**src/hw/rtl/spq_pkg.sv**
```systemverilog
// Shared types and constants for the sorted priority queue.
// Used by spq_cell, spq_ctrl and sorted_priority_queue; depends on nothing.
package spq_pkg;

  localparam int QUEUE_DEPTH = 64;
  localparam int ID_BITS     = 16;
  localparam int PRI_BITS    = 32;
  localparam int CNT_W       = $clog2(QUEUE_DEPTH + 1);

  typedef enum logic [1:0] {
    MODE_INSERT = 2'd0,
    MODE_POP    = 2'd1,
    MODE_UPDATE = 2'd2,
    MODE_QUERY  = 2'd3
  } spq_mode_t;

  typedef enum logic [1:0] {
    ST_DONE      = 2'd0,
    ST_FULL      = 2'd1,
    ST_EMPTY     = 2'd2,
    ST_NOT_FOUND = 2'd3
  } spq_status_t;

  // Command broadcast to every cell of the chain.
  typedef enum logic [1:0] {
    OP_HOLD,
    OP_PUSH,
    OP_SHIFT,
    OP_DROP_ID
  } spq_op_t;

  typedef enum logic [1:0] {
    S_IDLE,
    S_REINSERT,
    S_REPORT
  } spq_state_t;

  typedef struct packed {
    logic                vld;
    logic [ID_BITS-1:0]  id;
    logic [PRI_BITS-1:0] pri;
  } spq_slot_t;

  typedef struct packed {
    spq_op_t             op;
    logic [ID_BITS-1:0]  id;
    logic [PRI_BITS-1:0] pri;
  } spq_cmd_t;

endpackage

```
**src/hw/rtl/spq_ctrl.sv**
```systemverilog
// Sequencer for the sorted priority queue: handshakes, count, command and result register.
// Depends on spq_pkg.
module spq_ctrl (
  input  logic                         clk,
  input  logic                         rst_n,
  input  logic                         in_valid,
  output logic                         in_stall,
  input  logic [1:0]                   in_mode,
  input  logic [spq_pkg::ID_BITS-1:0]  in_entry_id,
  input  logic [spq_pkg::PRI_BITS-1:0] in_priority_req,
  output logic                         out_valid,
  input  logic                         out_stall,
  output logic [1:0]                   out_status,
  output logic                         out_head_valid,
  output logic [spq_pkg::ID_BITS-1:0]  out_head_id,
  output logic [spq_pkg::ID_BITS-1:0]  out_removed_id,
  output logic                         out_is_head,
  output logic [spq_pkg::CNT_W-1:0]    out_entry_count,
  output spq_pkg::spq_cmd_t            cmd,
  input  spq_pkg::spq_slot_t           head_slot,
  input  logic                         found
);

  spq_pkg::spq_state_t          state_r, state_nxt;
  logic [spq_pkg::CNT_W-1:0]    count_r, count_nxt;
  logic [spq_pkg::ID_BITS-1:0]  id_r;
  logic [spq_pkg::PRI_BITS-1:0] pri_r;
  spq_pkg::spq_status_t         status_r, status_nxt;
  logic [spq_pkg::ID_BITS-1:0]  removed_r, removed_nxt;
  logic                         out_valid_r;
  logic [1:0]                   out_status_r;
  logic                         out_head_valid_r;
  logic [spq_pkg::ID_BITS-1:0]  out_head_id_r;
  logic [spq_pkg::ID_BITS-1:0]  out_removed_id_r;
  logic                         out_is_head_r;
  logic [spq_pkg::CNT_W-1:0]    out_entry_count_r;

  logic accept;
  logic load_out;
  logic is_full;
  logic is_empty;
  spq_pkg::spq_mode_t mode;

  assign mode     = spq_pkg::spq_mode_t'(in_mode);
  assign is_full  = (count_r == spq_pkg::CNT_W'(spq_pkg::QUEUE_DEPTH));
  assign is_empty = (count_r == '0);
  assign accept   = in_valid && !in_stall;

  // Next state
  always_comb begin
    state_nxt = state_r;
    unique case (state_r)
      spq_pkg::S_IDLE: begin
        if (accept) begin
          if (mode == spq_pkg::MODE_UPDATE && found) begin
            state_nxt = spq_pkg::S_REINSERT;
          end else begin
            state_nxt = spq_pkg::S_REPORT;
          end
        end
      end
      spq_pkg::S_REINSERT: state_nxt = spq_pkg::S_REPORT;
      spq_pkg::S_REPORT:   state_nxt = spq_pkg::S_IDLE;
      default:             state_nxt = spq_pkg::S_IDLE;
    endcase
  end

  // Outputs of the sequencer
  always_comb begin
    in_stall    = 1'b1;
    load_out    = 1'b0;
    cmd         = '{op: spq_pkg::OP_HOLD, id: in_entry_id, pri: in_priority_req};
    count_nxt   = count_r;
    status_nxt  = status_r;
    removed_nxt = removed_r;
    unique case (state_r)
      spq_pkg::S_IDLE: begin
        in_stall = out_valid_r && out_stall;
        if (accept) begin
          status_nxt  = spq_pkg::ST_DONE;
          removed_nxt = '0;
          unique case (mode)
            spq_pkg::MODE_INSERT: begin
              if (is_full) begin
                status_nxt = spq_pkg::ST_FULL;
              end else begin
                cmd.op    = spq_pkg::OP_PUSH;
                count_nxt = count_r + spq_pkg::CNT_W'(1);
              end
            end
            spq_pkg::MODE_POP: begin
              if (is_empty) begin
                status_nxt = spq_pkg::ST_EMPTY;
              end else begin
                cmd.op      = spq_pkg::OP_SHIFT;
                removed_nxt = head_slot.id;
                count_nxt   = count_r - spq_pkg::CNT_W'(1);
              end
            end
            spq_pkg::MODE_UPDATE: begin
              // No hit leaves every cell unchanged.
              cmd.op = spq_pkg::OP_DROP_ID;
              if (found) begin
                count_nxt = count_r - spq_pkg::CNT_W'(1);
              end else begin
                status_nxt = spq_pkg::ST_NOT_FOUND;
              end
            end
            spq_pkg::MODE_QUERY: begin
            end
            default: begin
            end
          endcase
        end
      end
      spq_pkg::S_REINSERT: begin
        cmd       = '{op: spq_pkg::OP_PUSH, id: id_r, pri: pri_r};
        count_nxt = count_r + spq_pkg::CNT_W'(1);
      end
      spq_pkg::S_REPORT: begin
        load_out = 1'b1;
      end
      default: begin
      end
    endcase
  end

  always_ff @(posedge clk) begin
    if (!rst_n) begin
      state_r     <= spq_pkg::S_IDLE;
      count_r     <= '0;
      out_valid_r <= 1'b0;
    end else begin
      state_r <= state_nxt;
      count_r <= count_nxt;
      if (load_out) begin
        out_valid_r <= 1'b1;
      end else if (out_valid_r && !out_stall) begin
        out_valid_r <= 1'b0;
      end
    end
  end

  always_ff @(posedge clk) begin
    status_r  <= status_nxt;
    removed_r <= removed_nxt;
    if (accept) begin
      id_r  <= in_entry_id;
      pri_r <= in_priority_req;
    end
    if (load_out) begin
      out_status_r      <= status_r;
      out_head_valid_r  <= !is_empty;
      out_head_id_r     <= is_empty ? '0 : head_slot.id;
      out_removed_id_r  <= removed_r;
      out_is_head_r     <= !is_empty && (head_slot.id == id_r);
      out_entry_count_r <= count_r;
    end
  end

  assign out_valid       = out_valid_r;
  assign out_status      = out_status_r;
  assign out_head_valid  = out_head_valid_r;
  assign out_head_id     = out_head_id_r;
  assign out_removed_id  = out_removed_id_r;
  assign out_is_head     = out_is_head_r;
  assign out_entry_count = out_entry_count_r;

endmodule

```
**config.mk**
```make
export PLATFORM = sky130hd
export DESIGN_NAME = spq_ctrl
export DESIGN_NICKNAME = d
export VERILOG_FILES = /design/src/hw/rtl/spq_pkg.sv /design/src/hw/rtl/spq_ctrl.sv
export SDC_FILE = /design/constraint.sdc
export NUM_CORES = 1
export LEC_CHECK = 0
export BUFFER_PORTS_ARGS = -buffer_cell sky130_fd_sc_hd__buf_2
export CORE_UTILIZATION = 50
export CTS_CLUSTER_SIZE = 40
export DETAILED_ROUTE_END_ITERATION = 16
export PLACE_DENSITY = 0.82
export SETUP_SLACK_MARGIN = 0.2
export SLEW_MARGIN = 20
export SYNTH_ARGS = -nofsm -noshare
export SYNTH_HDL_FRONTEND = slang
export SYNTH_SLANG_ARGS = --single-unit
```
**constraint.sdc**
```tcl
create_clock -name clk -period 7.2 [get_ports clk]
set_input_delay 2.16 -clock clk [delete_from_list [all_inputs] [get_ports clk]]
set_output_delay 2.16 -clock clk [all_outputs]
set_load 0.01 [all_outputs]
```
==> metrics.txt <==
delay of the slowest critical-path stage=0.50 ns; setup repair bufs after CTS=0; clock latency on the worst-skew pair=0.50 ns; GPL Wtd Cong=0.792; final hold viol count=0; initial antenna violation count=0; largest net degree at the start of global routing=52; HP Class=reg2reg; final instance area=6590 µm²; sequential area share after synthesis=68.6%; Worst path slowest cell=ha_1; Worst Path Buf+Inv=3; critical path launch point type=primary input; worst reg2reg path startpoint=count_r[0]$_SDFFE_PN0P_; synthesized net count=535; DRT iter0 DRCs=174; global route overflow=0; Rel. slew slack=32.2%; 1st-pass router iterations=4; Synth Flop Type=edfxtp_1; first-pass GRT wire length=16.2 mm; final setup TNS=0 ns; Post-Route WL=10.6 mm; Worst Reg-to-Reg Cells=6; IO Count=199; Post-DRT Antenna Nets=0; PortBufs=165; total track usage=20.5%; CP dominant cell by count=buf_2; die span in y=103 µm; Crit. End Element=output port; worst-path cell chain=buf_2 -> inv_1 -> ha_1 -> a31oi_1 -> nor2_1 -> buf_2; Critical Path Fanout Max=20; Cell variety after synth=37; crit path DAT=3.39 ns; commonest non-fill, non-tap cell in the layout=buf_2; RSZ-0062 raised after global routing=false; CTS H-tree depth=4; Worst R2R End=removed_r[8]$_SDFFCE_PN0P_; Max-Cap Viols=0; Peak VDD IR=0.160 mV; wire length per cell=14.4 µm; synthesized area=5060 µm²; synth-to-layout area growth=30.2%; Root Driver=clkbuf_8; Reg area=3470 µm²; DR vias=3626; Residual DRC=0; post-place setup slack=1.68 ns; fmax=180 MHz; Avg Inst Size Synth=11.9 µm²; clk_skew=0.00965 ns; post-cts sizing count=0; Worst path top cell family by delay=adder cells; setup ws final=1.65 ns; Mapped Cells=424; Yosys reg bits=119; DP HPWL=7.30 mm; status=complete, no violations; count of final max-slew check failures=0; Worst-path clk slew=0.06 ns; WHS Endpoint=out_removed_id[5]$_DFFE_PP_; row count=36; worst reg-to-reg setup slack=4.87 ns; Core Region=9770 µm²; WP data required=5.04 ns; Antenna Cells=0; hold depth=0; Initial Util=51.8%; cts bufs inserted=17; Hold Startpoint=removed_r[5]$_SDFFCE_PN0P_; layout cells sized above 1=34.4%; filler instances=727; Die Wd=103 µm; most frequent cells in the layout=buf_2, nand2_1, edfxtp_1, nor2b_1, and3_1; vias in the first global route=3440; clk sinks=119; Via density=4.92; final worst path period share=77.1%; Final nets=702; critical path type=in2out; PwrDens=282 nW/µm²; number of flops mapped to enable cells by yosys=109; Setup violations, final=0; CTS max path bufs=2; placed cell area=5980 µm²; CTS tree=built; Post-CTS Hold Fix Bufs=0; area occupied by multi-input gates=1480 µm²; fin crit period=5.55 ns; area of the die=10500 µm²; Ys Warns=0; leakage power=2.91 nW; Worst-Margin Slew=1.02 ns; asr flop ratio synth=0%
where the power goes:
group	switching (mW)	total, mW	internal (mW)
sequential	0.0214	0.842	0.821
combinational	0.131	0.213	0.0816
clock	0.309	0.803	0.494
total	0.461	1.86	1.40
synthesized netlist by cell type, types with 7 or more instances:
cell type,number,area [µm²]
xnor2_1,10,87.6
nand2_1,154,578
nor2b_1,18,113
inv_1,10,37.5
edfxtp_1,109,3270
and3_1,17,106
a21oi_1,8,40.0
buf_2,7,35.0
ha_1,7,87.6
nor2_1,8,30.0
dfxtp_1,10,200
clkbuf_1,9,33.8
xor2_1,8,70.1
per-layer routing:
layer / up-vias / share of wire, % / GRT usage, %
met4: 0 / 2.0 / 10.8
met1: 1664 / 43 / 25.0
met3: 18 / 5.7 / 5.83
met5: - / 0 / 0
met2: 150 / 50 / 33.4
li1: 1794 / - / -
worst max path at each step:
stage	from	to	slack [ns]	cells after the start
after global routing	in_mode[1]	cmd[49]	1.57	6
after CTS	in_mode[1]	cmd[49]	1.68	6
after global placement	in_mode[1]	cmd[49]	1.73	6
final	in_mode[1]	cmd[49]	1.65	6
after detailed placement	in_mode[1]	cmd[49]	1.68	6
after floorplan	in_mode[1]	cmd[49]	2.13	5
flip-flops by register name, indices dropped and copies added (netlist names):
name,cells
pri_r,32
id_r,16
out_head_id,16
out_removed_id,16
removed_r,16
count_r,7
out_entry_count,7
out_status,2
state_r,2
status_r,2
out_head_valid,1
out_is_head,1
out_valid,1
area by class of cell:
class	instances	area share, %
Inverter	11	0.626
Clock inverter	14	2.28
Clock buffer	18	6.34
Tap cell	133	2.52
Timing Repair Buffer	167	13.1
Multi-Input combinational cell	275	22.4
Sequential cell	119	52.7
through the flow:
stage	util (%)	power, mW	hold slack [ns]	cells
2_1_floorplan	-	0.982	0.400	424
3_3_place_gp	61.2	1.06	0.402	703
3_5_place_dp	61.2	1.07	0.405	703
4_1_cts	67.0	1.87	0.418	735
5_1_grt	67.4	1.92	0.429	737
6_report	67.4	1.86	0.418	737
cell families after synthesis:
group | Yosys count | share of synthesized area [%]
simple gates | 225 | 20.0
flops | 119 | 68.6
buf+inv | 30 | 2.55
compound gates | 20 | 2.99
xor+xnor | 18 | 3.11
fa+ha+maj | 7 | 1.73
mux | 5 | 1.01
No activity file was read; power rests on OpenSTA's default activity.
