--- config.mk ---
export PLATFORM = sky130hd
export DESIGN_NAME = spq_cell
export DESIGN_NICKNAME = d
export VERILOG_FILES = /design/src/hw/rtl/spq_pkg.sv /design/src/hw/rtl/spq_cell.sv
export SDC_FILE = /design/constraint.sdc
export NUM_CORES = 1
export LEC_CHECK = 0
export BUFFER_PORTS_ARGS = -buffer_cell sky130_fd_sc_hd__buf_4
export CAP_MARGIN = 10
export CORE_MARGIN = 2
export CORE_UTILIZATION = 45
export DETAILED_ROUTE_END_ITERATION = 10
export GPL_ROUTABILITY_DRIVEN = 0
export PLACE_DENSITY = 0.87
export SETUP_SLACK_MARGIN = 0.3
export SYNTH_ARGS = -nofsm -noshare
export SYNTH_HDL_FRONTEND = slang
export SYNTH_SLANG_ARGS = --single-unit
--- constraint.sdc ---
create_clock -name clk -period 5.5 [get_ports clk]
set_clock_uncertainty 0.15 [all_clocks]
set_input_delay 0.55 -clock clk [delete_from_list [all_inputs] [get_ports clk]]
set_output_delay 0.55 -clock clk [all_outputs]
set_load 0.005 [all_outputs]
--- src/hw/rtl/spq_pkg.sv ---
// Shared types and constants for the sorted priority queue.
// Used by spq_cell, spq_ctrl and sorted_priority_queue; depends on nothing.
package spq_pkg;

  localparam int QUEUE_DEPTH = 64;
  localparam int ID_BITS     = 16;
  localparam int PRI_BITS    = 32;
  localparam int CNT_W       = $clog2(QUEUE_DEPTH + 1);

  typedef enum logic [1:0] {
    MODE_INSERT = 2'd0,
    MODE_POP    = 2'd1,
    MODE_UPDATE = 2'd2,
    MODE_QUERY  = 2'd3
  } spq_mode_t;

  typedef enum logic [1:0] {
    ST_DONE      = 2'd0,
    ST_FULL      = 2'd1,
    ST_EMPTY     = 2'd2,
    ST_NOT_FOUND = 2'd3
  } spq_status_t;

  // Command broadcast to every cell of the chain.
  typedef enum logic [1:0] {
    OP_HOLD,
    OP_PUSH,
    OP_SHIFT,
    OP_DROP_ID
  } spq_op_t;

  typedef enum logic [1:0] {
    S_IDLE,
    S_REINSERT,
    S_REPORT
  } spq_state_t;

  typedef struct packed {
    logic                vld;
    logic [ID_BITS-1:0]  id;
    logic [PRI_BITS-1:0] pri;
  } spq_slot_t;

  typedef struct packed {
    spq_op_t             op;
    logic [ID_BITS-1:0]  id;
    logic [PRI_BITS-1:0] pri;
  } spq_cmd_t;

endpackage

--- src/hw/rtl/spq_cell.sv ---
// One slot of the sorted chain: holds an entry and trades it with its neighbors.
// Depends on spq_pkg.
module spq_cell (
  input  logic              clk,
  input  logic              rst_n,
  input  spq_pkg::spq_cmd_t cmd,
  input  spq_pkg::spq_slot_t left_slot,
  input  logic              left_keep,
  input  spq_pkg::spq_slot_t right_slot,
  input  logic              hit_in,
  output spq_pkg::spq_slot_t slot,
  output logic              keep,
  output logic              hit_out
);

  logic                         vld_r, vld_nxt;
  logic [spq_pkg::ID_BITS-1:0]  id_r, id_nxt;
  logic [spq_pkg::PRI_BITS-1:0] pri_r, pri_nxt;

  assign slot = '{vld: vld_r, id: id_r, pri: pri_r};

  // Entry stays put on insert when it strictly outranks the new one.
  assign keep    = vld_r && ($signed(pri_r) > $signed(cmd.pri));
  assign hit_out = hit_in || (vld_r && (id_r == cmd.id));

  always_comb begin
    vld_nxt = vld_r;
    id_nxt  = id_r;
    pri_nxt = pri_r;
    case (cmd.op)
      spq_pkg::OP_PUSH: begin
        if (!keep) begin
          if (left_keep) begin
            vld_nxt = 1'b1;
            id_nxt  = cmd.id;
            pri_nxt = cmd.pri;
          end else begin
            vld_nxt = left_slot.vld;
            id_nxt  = left_slot.id;
            pri_nxt = left_slot.pri;
          end
        end
      end
      spq_pkg::OP_SHIFT: begin
        vld_nxt = right_slot.vld;
        id_nxt  = right_slot.id;
        pri_nxt = right_slot.pri;
      end
      spq_pkg::OP_DROP_ID: begin
        // At and past the first matching slot, close the gap.
        if (hit_out) begin
          vld_nxt = right_slot.vld;
          id_nxt  = right_slot.id;
          pri_nxt = right_slot.pri;
        end
      end
      default: begin
      end
    endcase
  end

  always_ff @(posedge clk) begin
    if (!rst_n) begin
      vld_r <= 1'b0;
    end else begin
      vld_r <= vld_nxt;
    end
  end

  always_ff @(posedge clk) begin
    id_r  <= id_nxt;
    pri_r <= pri_nxt;
  end

endmodule

==> impl_metrics.json, run 1 <==
{
  "route.vias.total": 3381,
  "totalPowerFinal_mw": 1.04,
  "clk_pin_slew_ps": 80,
  "final_nets": 733,
  "initial_drt_markers": 104,
  "setup_ws_ps": 1800,
  "hold_path.startpoint": "rst_n",
  "netlist-cell-type-count": 35,
  "dieArea_mm2": 0.00849,
  "cp_data_arrival_time_ps": 3560,
  "max-clock-path-buffers": 2,
  "synth-warning-count": 0,
  "main_combinational_cell_family_by_area_after_synthesis": "multiplexers",
  "clock_tree_from_tritoncts": "built",
  "hold_slack_ps": 377,
  "core_mm2": 0.00761,
  "area_share_of_and_or_nand_nor_cells_after_synthesis": 0.104,
  "io_pins": 203,
  "postSynth.asyncResetShare": 0,
  "maxSlewViolCount": 0,
  "yosys-top-cells-count": "nand2_1 (56), o21ai_1 (50), mux2i_1 (49)",
  "worst_setup_path_start_kind": "flip-flop",
  "number_of_cells_produced_by_synthesis": 356,
  "synthXorXnorAreaFrac": 0.0426,
  "worst-setup-path-type": "reg2reg",
  "reg2reg_from": "pri_r[31]",
  "cts_inserted_buffers": 5,
  "drc_errors": 0,
  "routed_wire_length_per_instance_um": 15.2,
  "timing.fmax_mhz": 270,
  "powerDensity_mw_per_mm2": 202,
  "setup-tns-final_ps": 0,
  "io_buffer_count": 202,
  "ys_top_cells_by_area": "edfxtp_1 (41%), mux2i_1 (14%), ha_1 (11%), o21ai_1 (7.2%), nand2_1 (6.0%)",
  "synth_most_common_cell": "nand2_1",
  "firstDrtPassIters": 4,
  "ir_drop_mv": 0.108,
  "static-leakage-power_nw": 2.56,
  "layoutNonFillerInstCount": 652,
  "drive_above_1_share": 0.389,
  "area_growth_pct": 47.6,
  "ff2ff_setup_slack_ps": 1800,
  "postCtsHoldBufs": 0,
  "holdPathStages": 3,
  "ff2ff_path_depth": 9,
  "grt_start_max_net_pins": 102,
  "htreeDepth": 2,
  "routed_wirelength_um": 9920,
  "synth.ff_latch_count": 49,
  "first_pass_grt_wire_length_um": 15500,
  "post-cts-setup-buffers": 0,
  "first_global_vias": 3350,
  "timing.rr.end": "pri_r[13]",
  "number_of_nets_in_the_synthesized_netlist": 540,
  "synthesis.area_mm2": 0.00349,
  "critPathMaxFanout": 35,
  "rows": 32,
  "hold_violations": 0,
  "gr-total-overflow": 0,
  "synth_top_area_share": 0.412,
  "clk_root_buffer_cell": "clkbuf_8",
  "die_h_um": 92.1,
  "cts_repair_resize_count": 0,
  "post-place-ws_ps": 1530,
  "synth_sequential_area_ratio": 0.418,
  "postSynthAreaPerCell_um2": 9.82,
  "post-route-min-period_ps": 3700,
  "insertedDiodeCount": 0,
  "synth_compound_gate_area_share": 0.121,
  "worst_hold_path.endpoint": "vld_r",
  "synth_mux_area_frac": 0.140,
  "grt_setup_unrepaired": "false",
  "total_routing_resource_utilization_after_global_routing": 0.231,
  "max_cap_violations": 0,
  "cts_sinks": 49,
  "synth_top_flop_cell": "edfxtp_1",
  "antenna_found_initial": 0,
  "status": "finished, final reports clean",
  "max-slew-margin-rel": 0.389,
  "setup_violations": 0,
  "worst_pin_slew_ps": 917,
  "route.antenna.remaining_nets": 0,
  "synthDominantAreaCellType": "edfxtp_1",
  "worst_hold_path_class": "in2reg",
  "crit_path_end_kind": "flip-flop",
  "post-route-period-util": 0.673,
  "start_util": 0.459,
  "numPlacedInstances": 644,
  "cp_data_required_time_ps": 5360,
  "clock_latency_ps": 300,
  "synth-edff-count": 48,
  "synth_adder_area_share": 0.115,
  "dp_hpwl_um": 7980,
  "die_width_um": 92.1,
  "detail_route.vias_per_cell": 5.19
}
[how the worst max path moves through the flow]
stage | startpoint | to | cells past startpoint
floorplan | cmd[31] | id_r[0] | 9
global placement | cmd[31] | id_r[6] | 11
detailed placement | cmd[31] | pri_r[10] | 11
CTS | pri_r[31] | pri_r[13] | 9
global route | pri_r[31] | pri_r[13] | 9
finish | pri_r[31] | pri_r[13] | 9
[power by group]
group	switching, mW	internal [mW]
clock	0.115	0.0907
sequential	0.0267	0.464
combinational	0.152	0.193
[final cells by class]
type,instances,area (um^2)
fillers,622,2450
multi-input cells,254,1830
repair buffers,204,1530
flip-flops and latches,49,1460
inverters,35,131
well taps,102,128
clock buffers,8,80.1
[cell usage in the layout, fill, tap and decap left out, types with 8 or more instances in the layout]
| cell type | netlist | final |
|---|---|---|
| buf_4 | 2 | 204 |
| o21ai_1 | 50 | 50 |
| nand4_1 | 8 | 8 |
| edfxtp_1 | 48 | 48 |
| xnor2_1 | 13 | 13 |
| ha_1 | 32 | 32 |
| inv_1 | 35 | 35 |
| a21oi_1 | 13 | 13 |
| nand2_1 | 56 | 56 |
| mux2i_1 | 49 | 49 |
[state kept, by name, indices dropped and copies added (netlist names)]
register and flops:
id_r 16, pri_r 32, vld_r 1
[per-layer routing]
metal  routed length (um)  track usage
met1                 3780        0.255
met2                 5150        0.425
met3                  761       0.0624
met4                  235       0.0808
met5                    0            0
[worst max-delay path: stages, from the launching register on]
cell and delay [ps]:
edfxtp_1 420, ha_1 350, and4_1 230, nand4_1 130, or4_4 570, nor3_2 200, nor3_2 60, xnor2_1 220
o31a_2 780, buf_4 310
[cells by family (layout without fill, tap and decap cells)]
family / count (synthesis) / count (layout)
fa+ha+maj: 32 / 32
compound gates: 77 / 77
mux: 49 / 49
buf+inv: 53 / 247
simple gates: 79 / 79
xor+xnor: 17 / 17
flops: 49 / 49
[metrics by stage]
step                      area (um^2)  utilization
after floorplan                  3490            -
after global placement           5080        0.668
after detailed placement         5080        0.668
after CTS                        5160        0.678
after global routing             5160        0.678
final                            5160        0.678
Power figures use the tool's default switching activity.
==> run 2: changes to the inputs <==
--- a/config.mk
+++ b/config.mk
@@ -8,10 +8,10 @@
 export BUFFER_PORTS_ARGS = -buffer_cell sky130_fd_sc_hd__buf_4
 export CAP_MARGIN = 10
 export CORE_MARGIN = 2
-export CORE_UTILIZATION = 45
+export CORE_UTILIZATION = 40
 export DETAILED_ROUTE_END_ITERATION = 10
 export GPL_ROUTABILITY_DRIVEN = 0
-export PLACE_DENSITY = 0.87
+export PLACE_DENSITY = 0.82
 export SETUP_SLACK_MARGIN = 0.3
 export SYNTH_ARGS = -nofsm -noshare
 export SYNTH_HDL_FRONTEND = slang
==> constraint.sdc (replaced) <==
create_clock -name clk -period 3.2 [get_ports clk]
set_clock_uncertainty 0.15 [all_clocks]
set_input_delay 0.32 -clock clk [delete_from_list [all_inputs] [get_ports clk]]
set_output_delay 0.32 -clock clk [all_outputs]
set_load 0.005 [all_outputs]
==> run 2 against run 1 <==
Compared with the run above: first-iteration DRC count down 16%; sequential share of layout area down 1.0 points; critical path depth grew 1; critical endpoint is now vld_r; combinational power is 90% higher; largest cell class unchanged; design area up 3.7%; global-route usage down 1.6 points; total power rose by 78%; fmax up 25%; clock-buffer cell count shrank 2; clock power rose by 74%; flip-flop and latch count unchanged.
==> impl_metrics.json, run 2 (same netlist as run 1, synthesis figures left out) <==
{
  "largest_register": "pri_r",
  "reg2reg_from": "pri_r[30]",
  "first_pass_grt_wire_length_um": 16500,
  "core_mm2": 0.00859,
  "worst_hold_path.endpoint": "vld_r",
  "critPathMaxFanout": 12,
  "powerDensity_mw_per_mm2": 347,
  "post-route-period-util": 0.928,
  "post-place-ws_ps": -97.7,
  "final_nets": 744,
  "grt_start_max_net_pins": 79,
  "hold_path.startpoint": "rst_n",
  "io_pins": 203,
  "detail_route.vias_per_cell": 5.05,
  "hold_slack_ps": 134,
  "status": "finished, final reports clean",
  "dp_hpwl_um": 8170,
  "filler_cell_count": 743,
  "antenna_found_initial": 0,
  "biggestRegsByFlops": "pri_r (32), id_r (16), vld_r (1)",
  "maxSlewViolCount": 0,
  "clk_pin_slew_ps": 90,
  "worst-setup-path-type": "reg2reg",
  "timing.rr.end": "vld_r",
  "htreeDepth": 2,
  "drc_errors": 0,
  "numPlacedInstances": 653,
  "totalPowerFinal_mw": 1.85,
  "clk_root_buffer_cell": "clkbuf_8",
  "max-slew-margin-rel": 0.458,
  "insertedDiodeCount": 0,
  "layoutNonFillerInstCount": 669,
  "total_routing_resource_utilization_after_global_routing": 0.215,
  "cell_area_after_placement_mm2": 0.00513,
  "routed_wire_length_per_instance_um": 15.6,
  "holdPathStages": 3,
  "setup-tns-final_ps": 0,
  "start_util": 0.407,
  "critPathMaxStageDelay_ps": 480,
  "ff2ff_setup_slack_ps": 230,
  "finalCoreUtilization": 0.623,
  "stdcell_area_mm2": 0.00535,
  "mostFrequentLayoutCells": "buf_4 (212), nand2_1 (56), o21ai_1 (50)",
  "max-clock-path-buffers": 2,
  "ir_drop_mv": 0.169,
  "first_global_vias": 3529,
  "crit_slowest_cell": "or4_4",
  "initial_drt_markers": 87,
  "ff2ff_path_depth": 10,
  "routed_wirelength_um": 10400,
  "die_width_um": 97.5,
  "grt_setup_unrepaired": "true",
  "largest_reg_flops": 32,
  "worst_hold_path_class": "in2reg",
  "setup_violations": 0,
  "timing.fmax_mhz": 337,
  "cts_sinks": 49,
  "worst_setup_path_start_kind": "flip-flop",
  "postCtsHoldBufs": 0,
  "area_growth_pct": 53.1,
  "die_h_um": 97.5,
  "firstDrtPassIters": 4,
  "clock_latency_ps": 300,
  "hold_violations": 0,
  "layout.cells.most_common": "buf_4",
  "cts_inserted_buffers": 5,
  "route.antenna.remaining_nets": 0,
  "static-leakage-power_nw": 2.66,
  "crit_path_end_kind": "flip-flop",
  "worst_pin_slew_ps": 813,
  "post-route-min-period_ps": 2970,
  "setup_ws_ps": 230,
  "route.vias.total": 3379,
  "drive_above_1_share": 0.419,
  "dieArea_mm2": 0.00950,
  "rows": 34,
  "cp_data_required_time_ps": 3220,
  "crit_chain": "ha_4 -> and4_4 -> nand4_1 -> or4_4 -> nor3_4 -> nor3_2 -> xnor2_2 -> buf_4 -> o31a_4 -> mux2i_1",
  "io_buffer_count": 202,
  "max_cap_violations": 0,
  "cp_data_arrival_time_ps": 2990,
  "gr-total-overflow": 0,
  "clock_tree_from_tritoncts": "built"
}
[run 2: worst max path at each step]
stage               startpoint  endpoint  slack, ps  cells past startpoint
detailed placement     cmd[29]   id_r[7]       -100                     10
CTS                  pri_r[30]     vld_r        200                     10
finish               pri_r[30]     vld_r        230                     10
global route         pri_r[30]      keep        100                      9
global placement        cmd[5]   id_r[5]         60                     11
floorplan            pri_r[25]   id_r[0]        310                      8
[run 2: area by class of cell]
| type | instances | area, um^2 | share of cell area |
|---|---|---|---|
| Sequential cell | 49 | 1460 | 0.273 |
| Clock inverter | 2 | 10.0 | 0.00187 |
| Timing Repair Buffer | 212 | 1590 | 0.297 |
| Tap cell | 108 | 135 | 0.0253 |
| Clock buffer | 6 | 72.6 | 0.0136 |
| Multi-Input combinational cell | 257 | 1950 | 0.364 |
| Inverter | 35 | 131 | 0.0246 |
[run 2: critical path, delay by kind of cell (launching register included)]
| kind | cells | cell delay [ps] |
|---|---|---|
| and+or+nand+nor | 5 | 1100 |
| xor gates and xnor gates | 1 | 130 |
| buffers and inverters | 1 | 160 |
| AOI/OAI and AO/OA | 1 | 420 |
| adders and majority gates | 1 | 300 |
| muxes | 1 | 140 |
| DFF | 1 | 450 |
[run 2: what timing repair did]
action | CTS | global route
endpoints found under the setup margin | 50 | 50
buffers inserted | 3 | 2
resized for setup | 8 | 4
gates cloned | 1 | 2
pin swaps | 2 | 6
[run 2: layer usage]
metal	part of all wire	global-route usage	wire length (um)
met4	0.015	0.0737	154
met3	0.075	0.0532	777
met2	0.52	0.392	5390
met1	0.39	0.244	4090
met5	0	0	0
[run 2: power by group]
part           total [mW]  leakage (nW)  internal (mW)  switching, mW
Clock               0.358        0.0450          0.152          0.205
Combinational       0.656          2.13          0.365          0.291
Sequential          0.842         0.485          0.796         0.0455
Total                1.85          2.66           1.31          0.542
